### config.mk
export PLATFORM = sky130hd
export DESIGN_NAME = bitset_triangle_lister
export DESIGN_NICKNAME = d
export VERILOG_FILES = /design/src/design/btl_pkg.sv /design/src/design/bitset_triangle_lister.sv
export SDC_FILE = /design/constraint.sdc
export NUM_CORES = 2
export LEC_CHECK = 0
export BUFFER_PORTS_ARGS = -buffer_cell sky130_fd_sc_hd__buf_2
export CORE_ASPECT_RATIO = 0.9
export CORE_MARGIN = 3
export CORE_UTILIZATION = 48
export DETAILED_ROUTE_END_ITERATION = 10
export SLEW_MARGIN = 20
export SYNTH_ARGS = -nofsm -noshare
export SYNTH_HDL_FRONTEND = slang
export SYNTH_SLANG_ARGS = --single-unit
### constraint.sdc
create_clock -name clk -period 7.03 [get_ports clk]
set_input_delay 0.3515 -clock clk [delete_from_list [all_inputs] [get_ports clk]]
set_output_delay 0.3515 -clock clk [all_outputs]
set_load 0.02 [all_outputs]
### src/design/btl_pkg.sv
// ----------------------------------------------------------------------------
// btl_pkg
// Types, constants and bit helpers for the bitset triangle lister.
// ----------------------------------------------------------------------------
package btl_pkg;

  localparam int unsigned ROW_W  = 32;
  localparam int unsigned VTX_W  = 5;
  localparam int unsigned CNT_W  = 6;

  localparam logic [ROW_W-1:0] TOP_BIT  = 32'h8000_0000;
  localparam logic [ROW_W-1:0] ALL_ONES = 32'hFFFF_FFFF;

  localparam logic MODE_LOAD  = 1'b0;
  localparam logic MODE_FETCH = 1'b1;

  typedef logic [ROW_W-1:0] row_t;
  typedef logic [VTX_W-1:0] vtx_t;
  typedef logic [CNT_W-1:0] cnt_t;

  typedef enum logic [4:0] {
    ST_IDLE = 5'b00001,
    ST_SCAN = 5'b00010,
    ST_RDI  = 5'b00100,
    ST_RDJ  = 5'b01000,
    ST_EMIT = 5'b10000
  } state_t;

  // Vertex 0 sits in the top bit.
  function automatic row_t vertex_bit(input vtx_t v);
    return TOP_BIT >> v;
  endfunction

  // Bits of the first n vertices; n of 32 or more gives all ones.
  function automatic row_t lead_mask(input cnt_t n);
    return ~(ALL_ONES >> n);
  endfunction

  // Lowest-numbered vertex set in a nonzero mask.
  function automatic vtx_t first_vertex(input row_t mask);
    vtx_t k;
    k = '0;
    for (int v = ROW_W - 1; v >= 0; v--) begin
      if (mask[ROW_W-1-v]) begin
        k = VTX_W'(v);
      end
    end
    return k;
  endfunction

endpackage

### src/design/bitset_triangle_lister.sv
// A load item's result (an empty ack) passes through ST_EMIT into the output register.
// A fetch item first runs its scan, which takes a step for each (i, j) pair visited, a row j
// read (ST_RDJ) when j is a neighbor of i, and an advance and a row i read (ST_RDI) per new i;
// the result then passes through ST_EMIT into the output register.
// Throughput: one item at a time; input reopens once the result enters the output register.
// Reset: cursors restart, vertex_count = 32, adjacency rows hold garbage until loaded.
// ----------------------------------------------------------------------------
// bitset_triangle_lister
// Streams the triangles of a graph held as bitset rows in a simple dual-port RAM.
// ----------------------------------------------------------------------------
module bitset_triangle_lister #(
  parameter int unsigned MAX_VERTICES = 32
) (
  input  logic                 clk,
  input  logic                 rst_n,
  // item input
  input  logic                 in_valid,
  output logic                 in_stall,
  input  logic                 in_mode,
  input  btl_pkg::vtx_t        in_row_index,
  input  btl_pkg::row_t        in_row_bits,
  // result output
  output logic                 out_valid,
  input  logic                 out_stall,
  output logic                 out_found,
  output btl_pkg::vtx_t        out_first_vertex,
  output btl_pkg::vtx_t        out_second_vertex,
  output btl_pkg::vtx_t        out_third_vertex,
  // register write
  input  logic                 cfg_valid,
  output logic                 cfg_ready,
  input  btl_pkg::cnt_t        cfg_vertex_count
);
  import btl_pkg::*;

  localparam int unsigned AW = (MAX_VERTICES > 1) ? $clog2(MAX_VERTICES) : 1;
  localparam cnt_t MAX_CNT = CNT_W'(MAX_VERTICES);

  // adjacency RAM
  row_t            adj_mem [MAX_VERTICES];
  logic            mem_we;
  logic [AW-1:0]   mem_waddr;
  logic [AW-1:0]   mem_raddr;
  row_t            rd_data_r;

  state_t state_r,   state_nxt;
  cnt_t   vc_r,      vc_nxt;
  cnt_t   outer_r,   outer_nxt;
  cnt_t   inner_r,   inner_nxt;
  row_t   pend_r,    pend_nxt;
  row_t   row_i_r,   row_i_nxt;
  logic   row_ok_r,  row_ok_nxt;

  // result being built, waits in ST_EMIT for the output register
  logic   res_found_r, res_found_nxt;
  vtx_t   res_i_r,     res_i_nxt;
  vtx_t   res_j_r,     res_j_nxt;
  vtx_t   res_k_r,     res_k_nxt;

  logic   out_valid_r;
  logic   out_found_r;
  vtx_t   out_i_r, out_j_r, out_k_r;

  logic   in_acc, cfg_acc, out_load;
  cnt_t   vc_used;
  row_t   all_n;
  vtx_t   k_pick;

  assign cfg_ready = (state_r == ST_IDLE);
  assign cfg_acc   = cfg_valid && cfg_ready;
  // a pending register write wins over an item
  assign in_stall  = (state_r != ST_IDLE) || cfg_valid;
  assign in_acc    = in_valid && !in_stall;

  assign out_load  = (state_r == ST_EMIT) && (!out_valid_r || !out_stall);

  assign vc_used   = (vc_r > MAX_CNT) ? MAX_CNT : vc_r;
  assign all_n     = lead_mask(vc_used);
  assign k_pick    = first_vertex(pend_r);

  assign mem_we    = in_acc && (in_mode == MODE_LOAD) && (CNT_W'(in_row_index) < MAX_CNT);
  assign mem_waddr = in_row_index[AW-1:0];

  always_comb begin
    state_nxt     = state_r;
    vc_nxt        = vc_r;
    outer_nxt     = outer_r;
    inner_nxt     = inner_r;
    pend_nxt      = pend_r;
    row_i_nxt     = row_i_r;
    row_ok_nxt    = row_ok_r;
    res_found_nxt = res_found_r;
    res_i_nxt     = res_i_r;
    res_j_nxt     = res_j_r;
    res_k_nxt     = res_k_r;
    mem_raddr     = outer_r[AW-1:0];

    case (state_r)
      ST_IDLE: begin
        if (cfg_acc) begin
          vc_nxt     = cfg_vertex_count;
          outer_nxt  = '0;
          inner_nxt  = CNT_W'(1);
          pend_nxt   = '0;
          row_ok_nxt = 1'b0;
        end else if (in_acc) begin
          if (in_mode == MODE_LOAD) begin
            outer_nxt     = '0;
            inner_nxt     = CNT_W'(1);
            pend_nxt      = '0;
            row_ok_nxt    = 1'b0;
            res_found_nxt = 1'b0;
            res_i_nxt     = '0;
            res_j_nxt     = '0;
            res_k_nxt     = '0;
            state_nxt     = ST_EMIT;
          end else begin
            state_nxt = ST_SCAN;
          end
        end
      end
      ST_SCAN: begin
        if (pend_r != '0) begin
          pend_nxt      = pend_r & ~vertex_bit(k_pick);
          res_found_nxt = 1'b1;
          res_i_nxt     = outer_r[VTX_W-1:0];
          res_j_nxt     = VTX_W'(inner_r - CNT_W'(1));
          res_k_nxt     = k_pick;
          state_nxt     = ST_EMIT;
        end else if (outer_r >= vc_used) begin
          res_found_nxt = 1'b0;
          res_i_nxt     = '0;
          res_j_nxt     = '0;
          res_k_nxt     = '0;
          state_nxt     = ST_EMIT;
        end else if (inner_r >= vc_used) begin
          outer_nxt  = outer_r + CNT_W'(1);
          inner_nxt  = outer_r + CNT_W'(2);
          row_ok_nxt = 1'b0;
        end else if (!row_ok_r) begin
          mem_raddr = outer_r[AW-1:0];
          state_nxt = ST_RDI;
        end else begin
          inner_nxt = inner_r + CNT_W'(1);
          if ((row_i_r & vertex_bit(inner_r[VTX_W-1:0])) != '0) begin
            mem_raddr = inner_r[AW-1:0];
            state_nxt = ST_RDJ;
          end
        end
      end
      ST_RDI: begin
        row_i_nxt  = rd_data_r;
        row_ok_nxt = 1'b1;
        state_nxt  = ST_SCAN;
      end
      ST_RDJ: begin
        // inner_r already points one past j: keep only k > j
        pend_nxt  = row_i_r & rd_data_r & all_n & (ALL_ONES >> inner_r);
        state_nxt = ST_SCAN;
      end
      ST_EMIT: begin
        if (out_load) begin
          state_nxt = ST_IDLE;
        end
      end
      default: begin
        state_nxt = ST_IDLE;
      end
    endcase
  end

  // RAM: one write port used only while idle, one registered read port
  always_ff @(posedge clk) begin
    if (mem_we) begin
      adj_mem[mem_waddr] <= in_row_bits;
    end
    rd_data_r <= adj_mem[mem_raddr];
  end

  always_ff @(posedge clk) begin
    if (!rst_n) begin
      state_r     <= ST_IDLE;
      vc_r        <= CNT_W'(32);
      outer_r     <= '0;
      inner_r     <= CNT_W'(1);
      pend_r      <= '0;
      row_ok_r    <= 1'b0;
      out_valid_r <= 1'b0;
    end else begin
      state_r  <= state_nxt;
      vc_r     <= vc_nxt;
      outer_r  <= outer_nxt;
      inner_r  <= inner_nxt;
      pend_r   <= pend_nxt;
      row_ok_r <= row_ok_nxt;
      if (out_load) begin
        out_valid_r <= 1'b1;
      end else if (!out_stall) begin
        out_valid_r <= 1'b0;
      end
    end
  end

  always_ff @(posedge clk) begin
    row_i_r     <= row_i_nxt;
    res_found_r <= res_found_nxt;
    res_i_r     <= res_i_nxt;
    res_j_r     <= res_j_nxt;
    res_k_r     <= res_k_nxt;
    if (out_load) begin
      out_found_r <= res_found_r;
      out_i_r     <= res_i_r;
      out_j_r     <= res_j_r;
      out_k_r     <= res_k_r;
    end
  end

  assign out_valid         = out_valid_r;
  assign out_found         = out_found_r;
  assign out_first_vertex  = out_i_r;
  assign out_second_vertex = out_j_r;
  assign out_third_vertex  = out_k_r;

endmodule

-- Yosys cells after proc, flatten, opt, wreduce, memory -nomap -nowiden
Memories as Yosys holds them, arrays and structs flattened. A register that Yosys moved wholly into a read port is not among the register bits.
Index checks and enable logic that the tools add are counted.
- memory bits (writable): 1024
- latch bits: 0
- logic and storage cells: 173
- memories kept: 1
- ROM bits: 0
- register bits: 121
- bits of input ports: 49
- shifts and indexed selects: 4
- div/mod/pow operators: 0
- magnitude comparators: 3
- $add $sub $neg: 4
- multiplexer cells: 94
- reduce and logical (&&, ||, !) cells: 22
- bitwise logic cells: 8
- equality and inequality tests: 21
- multiply operators: 0
- memories (memory ; depth ; width ; read ports ; clocked after Yosys merged registers in ; write ports ; line ; RTL):
    adj_mem ; 32 ; 32 ; 1 ; 1 ; 1 ; bitset_triangle_lister.sv:40 ; row_t adj_mem [MAX_VERTICES];
- operator list (cell ; count):
    5-bit 2-to-1 mux ; 54
    32-bit bitwise AND ; 5
    32-bit 2-to-1 mux ; 4
    32-bit case mux with 3 select lines ; 1
    6-bit 2-to-1 mux ; 14
    32-bit inverter ; 2
    32-bit nonzero test ; 2
    32-bit by 5-bit >> shifter with 32-bit output (first input constant) ; 2
    32-bit by 6-bit >> shifter with 32-bit output (first input constant) ; 2
    5-bit case mux with 2 select lines ; 3
    6-bit case mux with 2 select lines ; 2
    5-bit case mux with 4 select lines ; 1
    6-bit AND reduction ; 3
    2-bit != test (second input constant) ; 7
    1-bit 2-to-1 mux ; 13
    6-bit by 1-bit adder with 6-bit output (second input constant) ; 2
    6-bit >= comparator ; 2
    5-bit AND reduction ; 2
    6-bit by 2-bit adder with 6-bit output (second input constant) ; 1
    6-bit greater-than comparator (second input constant) ; 1
    3-bit != test (second input constant) ; 2
    3-bit nonzero test ; 2
    5-bit by 1-bit equality test with 1-bit output (second input constant) ; 1
    5-bit by 2-bit equality test with 1-bit output (second input constant) ; 1
    20 further kinds ; 27

-- Longest topological paths before layout
- word-level depth: 37
- mapped depth: 18
- gate-level depth less buffers: 13

-- Worst setup path before layout
OpenSTA, ideal clock, no wires.
- path type: reg2reg
- from: reg vc_r[1]
- to: reg rd_data_r[25] (read register of adj_mem)
- path slack: 3388 ps
- clock period less this slack: 3642 ps
- path buffers: 5
- stages on the path, launching flop included: 18
- arrival: 3550 ps
- setup time: 92 ps
- cell sequence: dfxtp_1 clkbuf_1 nor2b_1 inv_1 ha_1 or4_1 o221ai_1 nor2b_1 clkbuf_1 nand4_1 nand2b_1 buf_2 buf_2 clkbuf_1 nand2_1 a32oi_1 a31oi_1 nor4_1
- longest elaborated chain between the ends: 7
- elaborated cells on any way between the ends: 8
- those cells by class: 3 x order compare; 5 x mux
- ends and longest elaborated chain (element ; line ; RTL):
    from (decl) ; bitset_triangle_lister.sv:47 ; cnt_t vc_r, vc_nxt;
    from (signal assigned) ; bitset_triangle_lister.sv:191 ; vc_r <= vc_nxt;
    6-bit greater-than comparator ; bitset_triangle_lister.sv:77 ; assign vc_used = (vc_r > MAX_CNT) ? MAX_CNT : vc_r;
    6-bit 2-to-1 mux * ; bitset_triangle_lister.sv:77 ;
    6-bit >= comparator ; bitset_triangle_lister.sv:136 ; end else if (inner_r >= vc_used) begin
    5-bit 2-to-1 mux ; bitset_triangle_lister.sv:136 ;
    5-bit 2-to-1 mux * ; bitset_triangle_lister.sv:130 ; end else if (outer_r >= vc_used) begin
    5-bit 2-to-1 mux * ; bitset_triangle_lister.sv:123 ; if (pend_r != '0) begin
    5-bit 2-to-1 mux * ; bitset_triangle_lister.sv:98 ; case (state_r)
    to (decl) ; bitset_triangle_lister.sv:44 ; row_t rd_data_r;
Every way passes the cells marked *; elsewhere a longest branch is shown, timed or not.
A chain may end at the register's enable or synchronous reset.

-- Worst setup path after layout
- from: reg vc_r[5]
- to: reg rd_data_r[18] (read register of adj_mem)
Same word-level chain as after synthesis.

==> impl_metrics.env <==
export IMPL_synth_area_top_cells="edfxtp_1 70%, nand2_1 7.0%, dfxtp_1 3.8%"
export IMPL_hp_class="in -> reg"
export IMPL_pre_cts_slack_ns=1.607
export IMPL_initial_core_util=0.4885
export IMPL_p_leak_nw=16.87
export IMPL_arrival_ns=6.15
export IMPL_place_congestion=0.9404
export IMPL_cpLargestDelayFamily="compound AO/OA/AOI/OAI gates"
export IMPL_mostFrequentLayoutCells="1088 x edfxtp_1, 873 x nand2_1, 291 x nand3_1"
export IMPL_clk_pin_slew_worst_paths_ns=0.07
export IMPL_grt_overflow_total=0
export IMPL_synth_area_mm2=0.04663
export IMPL_drc=0
export IMPL_die_x_um=334.5
export IMPL_synth_top_area_frac=0.7007
export IMPL_synth_distinct_cells=68
export IMPL_tns_ns=0
export IMPL_worstSetupPathDepth=14
export IMPL_setup_ws_ns=1.461
export IMPL_synth_edff_count=1088
export IMPL_peakVddDrop_v=0.0002327
export IMPL_cts_sinks=1177
export IMPL_r2r_end="rd_data_r[18]$_DFF_P_"
export IMPL_num_rows=107
export IMPL_ys_ff_latch=1177
export IMPL_crit_path_max_fanout=79
export IMPL_cts_setup_buffers=0
export IMPL_synth_area_leader_cell="edfxtp_1"
export IMPL_coreArea_mm2=0.09546
export IMPL_final_cells=4868
export IMPL_die_h_um=301.7
export IMPL_endpoint_kind="register"
export IMPL_syn_inst=3457
export IMPL_vias=29950
export IMPL_period_share=0.7922
export IMPL_cts_resized_gates=0
export IMPL_slew_headroom=0.1847
export IMPL_fmax_ghz=0.1796
export IMPL_htree_levels=3
export IMPL_via_per_inst=6.152
export IMPL_grt_usage=0.2697
export IMPL_clk_path_buf_depth=3
export IMPL_wl_per_cell_um=28.02
export IMPL_startpoint_type="register"
export IMPL_comb_power_share=0.035
export IMPL_root_buffer="clkbuf_16"
export IMPL_crit_reg2reg_launch="vc_r[5]$_SDFFE_PN1P_"
export IMPL_fin_skew_ns=0.04408
export IMPL_port_buffers=67
export IMPL_drtAntennaViolNets=0
export IMPL_pwr_share_clk=0.416
export IMPL_worstMarginPinSlew_ns=1.218
export IMPL_slowest_stage="dfxtp_1"
export IMPL_cpPeakStageDelay_ns=0.67
export IMPL_r2r_cells=14
export IMPL_place_inst=4646
export IMPL_crit_required_ns=7.61
export IMPL_holdPathEnd="vc_r[2]$_SDFFE_PN0P_"
export IMPL_layout_commonest_cell="edfxtp_1"
export IMPL_powerDensity_mw_per_mm2=268.9
export IMPL_dieArea_mm2=0.1009
export IMPL_ys_warn_count=0
export IMPL_stdcell_area_mm2=0.05245
export IMPL_min_path_cells=3
export IMPL_area_growth_pct=12.47
export IMPL_rsz0062_at_grt="false"
export IMPL_path_cells="clkinv_1 -> nand2_1 -> ha_1 -> a21o_1 -> a31oi_1 -> o21ai_0 -> a2111oi_4 -> a41oi_1 -> nand2b_4 -> buf_12 -> mux2i_1 -> a32oi_1 -> a31oi_1 -> nor4_1"
export IMPL_insertion_delay_ns=0.71
export IMPL_routed_wl_um=136400
export IMPL_crit_buf_inv=2
export IMPL_p_switching_mw=3.021
export IMPL_grt_max_degree=128
export IMPL_reg2reg_slack_ns=1.46
export IMPL_max_cap_violations=0
export IMPL_drive_above_1_share=0.1015
export IMPL_num_nets_final=3591
export IMPL_setup_viol=0
export IMPL_p_sw_frac=0.2142
export IMPL_hold_path_startpoint="cfg_valid"
export IMPL_dpl_hpwl_um=76320
export IMPL_cts_hold_buf=7
export IMPL_syn_num_nets=3531
export IMPL_outcome="finished clean"
export IMPL_place_area_mm2=0.04876
export IMPL_cts_tree="done"
export IMPL_seq_power_share=0.549
export IMPL_antenna_cells=0
export IMPL_first_pass_iters=5
export IMPL_internal_power_mw=11.08
export IMPL_drtIter0Drc=3726
export IMPL_synth_flop_cell="edfxtp_1"
export IMPL_fin_crit_ns=5.569
export IMPL_critPathKind="reg -> reg"
export IMPL_grt_pass1_vias=29030
export IMPL_synth_avg_cell_area_um2=13.49
export IMPL_grt_pass1_wl_um=198000
export IMPL_antenna_found_initial=6
export IMPL_hold_viol_final=0
export IMPL_ios=68
export IMPL_cpMostUsedCell="a31oi_1"
export IMPL_synth_seq_area_share=0.7389
export IMPL_maxSlewViolCount=0
export IMPL_numCtsBuffers=113
export IMPL_synthArstFlopShare=0
## worst register-to-register path: stages, from the launching register on
cell	delay, ns
dfxtp_1	0.67
clkinv_1	0.46
nand2_1	0.28
ha_1	0.28
a21o_1	0.16
a31oi_1	0.15
o21ai_0	0.23
a2111oi_4	0.61
a41oi_1	0.38
nand2b_4	0.61
buf_12	0.52
mux2i_1	0.21
a32oi_1	0.35
a31oi_1	0.16
nor4_1	0.39
## worst max-delay path by stage
stage | from | to
after floorplan | vc_r[1]$_SDFFE_PN0P_ | rd_data_r[25]$_DFF_P_
after global placement | vc_r[5]$_SDFFE_PN1P_ | rd_data_r[4]$_DFF_P_
after detailed placement | vc_r[5]$_SDFFE_PN1P_ | rd_data_r[18]$_DFF_P_
after CTS | vc_r[5]$_SDFFE_PN1P_ | rd_data_r[18]$_DFF_P_
after global routing | vc_r[5]$_SDFFE_PN1P_ | rd_data_r[18]$_DFF_P_
final | vc_r[5]$_SDFFE_PN1P_ | rd_data_r[18]$_DFF_P_
## registers in the layout, summed over array words and instances, names as in the netlist, 5 cells and up
| register | count |
|---|---|
| adj_mem | 1024 |
| inner_r | 6 |
| out_first_vertex | 5 |
| out_second_vertex | 5 |
| out_third_vertex | 5 |
| outer_r | 6 |
| pend_r | 32 |
| rd_data_r | 32 |
| res_i_r | 5 |
| res_j_r | 5 |
| res_k_r | 5 |
| row_i_r | 32 |
| state_r | 5 |
| vc_r | 6 |
## power groups by stage
stage	registers, mW	clock network [mW]	logic [mW]
floorplan	7.86	0	0.254
global placement	7.88	0	0.477
detailed placement	7.89	0	0.485
CTS	7.74	5.96	0.490
global route	7.74	6.25	0.536
finish	7.74	5.87	0.494
## cells by family after synthesis
logic type / after synthesis / share of synthesized area
AO/OA/AOI/OAI: 464 / 0.07253
XOR/XNOR: 10 / 0.001878
adder cells (fa/ha/maj): 25 / 0.006708
buffers and inverters: 237 / 0.02214
flip-flops: 1177 / 0.7389
multiplexers: 131 / 0.02812
AND/OR/NAND/NOR: 1413 / 0.1297
## metal layers
metal  global-route usage  vias to the layer above  wire length (um)  share of wire
met3              0.05545                      275             13100          0.096
met2               0.4147                     1479             61440           0.45
met5                    0                        -                32        0.00023
met4              0.08727                        4              4565          0.033
met1               0.3876                    15040             57290           0.42
li1                     -                    13150                 -              -
## cells in the mapped netlist, types with 7 or more instances
cell	count
a211oi_1	8
a21boi_0	11
a21oi_1	42
a22oi_1	8
a31oi_1	138
a32o_1	12
a32oi_1	130
and2_1	10
buf_1	12
buf_2	63
buf_4	7
clkbuf_1	126
dfxtp_1	89
edfxtp_1	1088
ha_1	25
inv_1	21
mux2i_1	131
nand2_1	873
nand2b_1	10
nand3_1	291
nand3b_1	9
nand4_1	7
nor2_1	100
nor2b_1	17
nor3_1	32
nor4_1	39
o211ai_1	13
o21ai_0	37
## area by class of cell
type,count,area [um^2]
clock inverter,59,471.7
fill,7684,43010
clock buffer,154,3104
multi-input combinational,2043,11510
sequential,1177,34450
inverter,24,90.09
tap,1253,1568
timing repair buffer,158,1251
## per-stage QoR
step / util / power, mW / hold WS [ns]
CTS: 0.5490 / 14.19 / 0.01975
floorplan: - / 8.117 / 0.4001
global route: 0.5494 / 14.52 / 0.06769
detailed placement: 0.5108 / 8.370 / 0.4057
global placement: 0.5102 / 8.360 / 0.4019
finish: 0.5494 / 14.10 / 0.06432
Note: power is estimated with default switching activity, not from simulation.
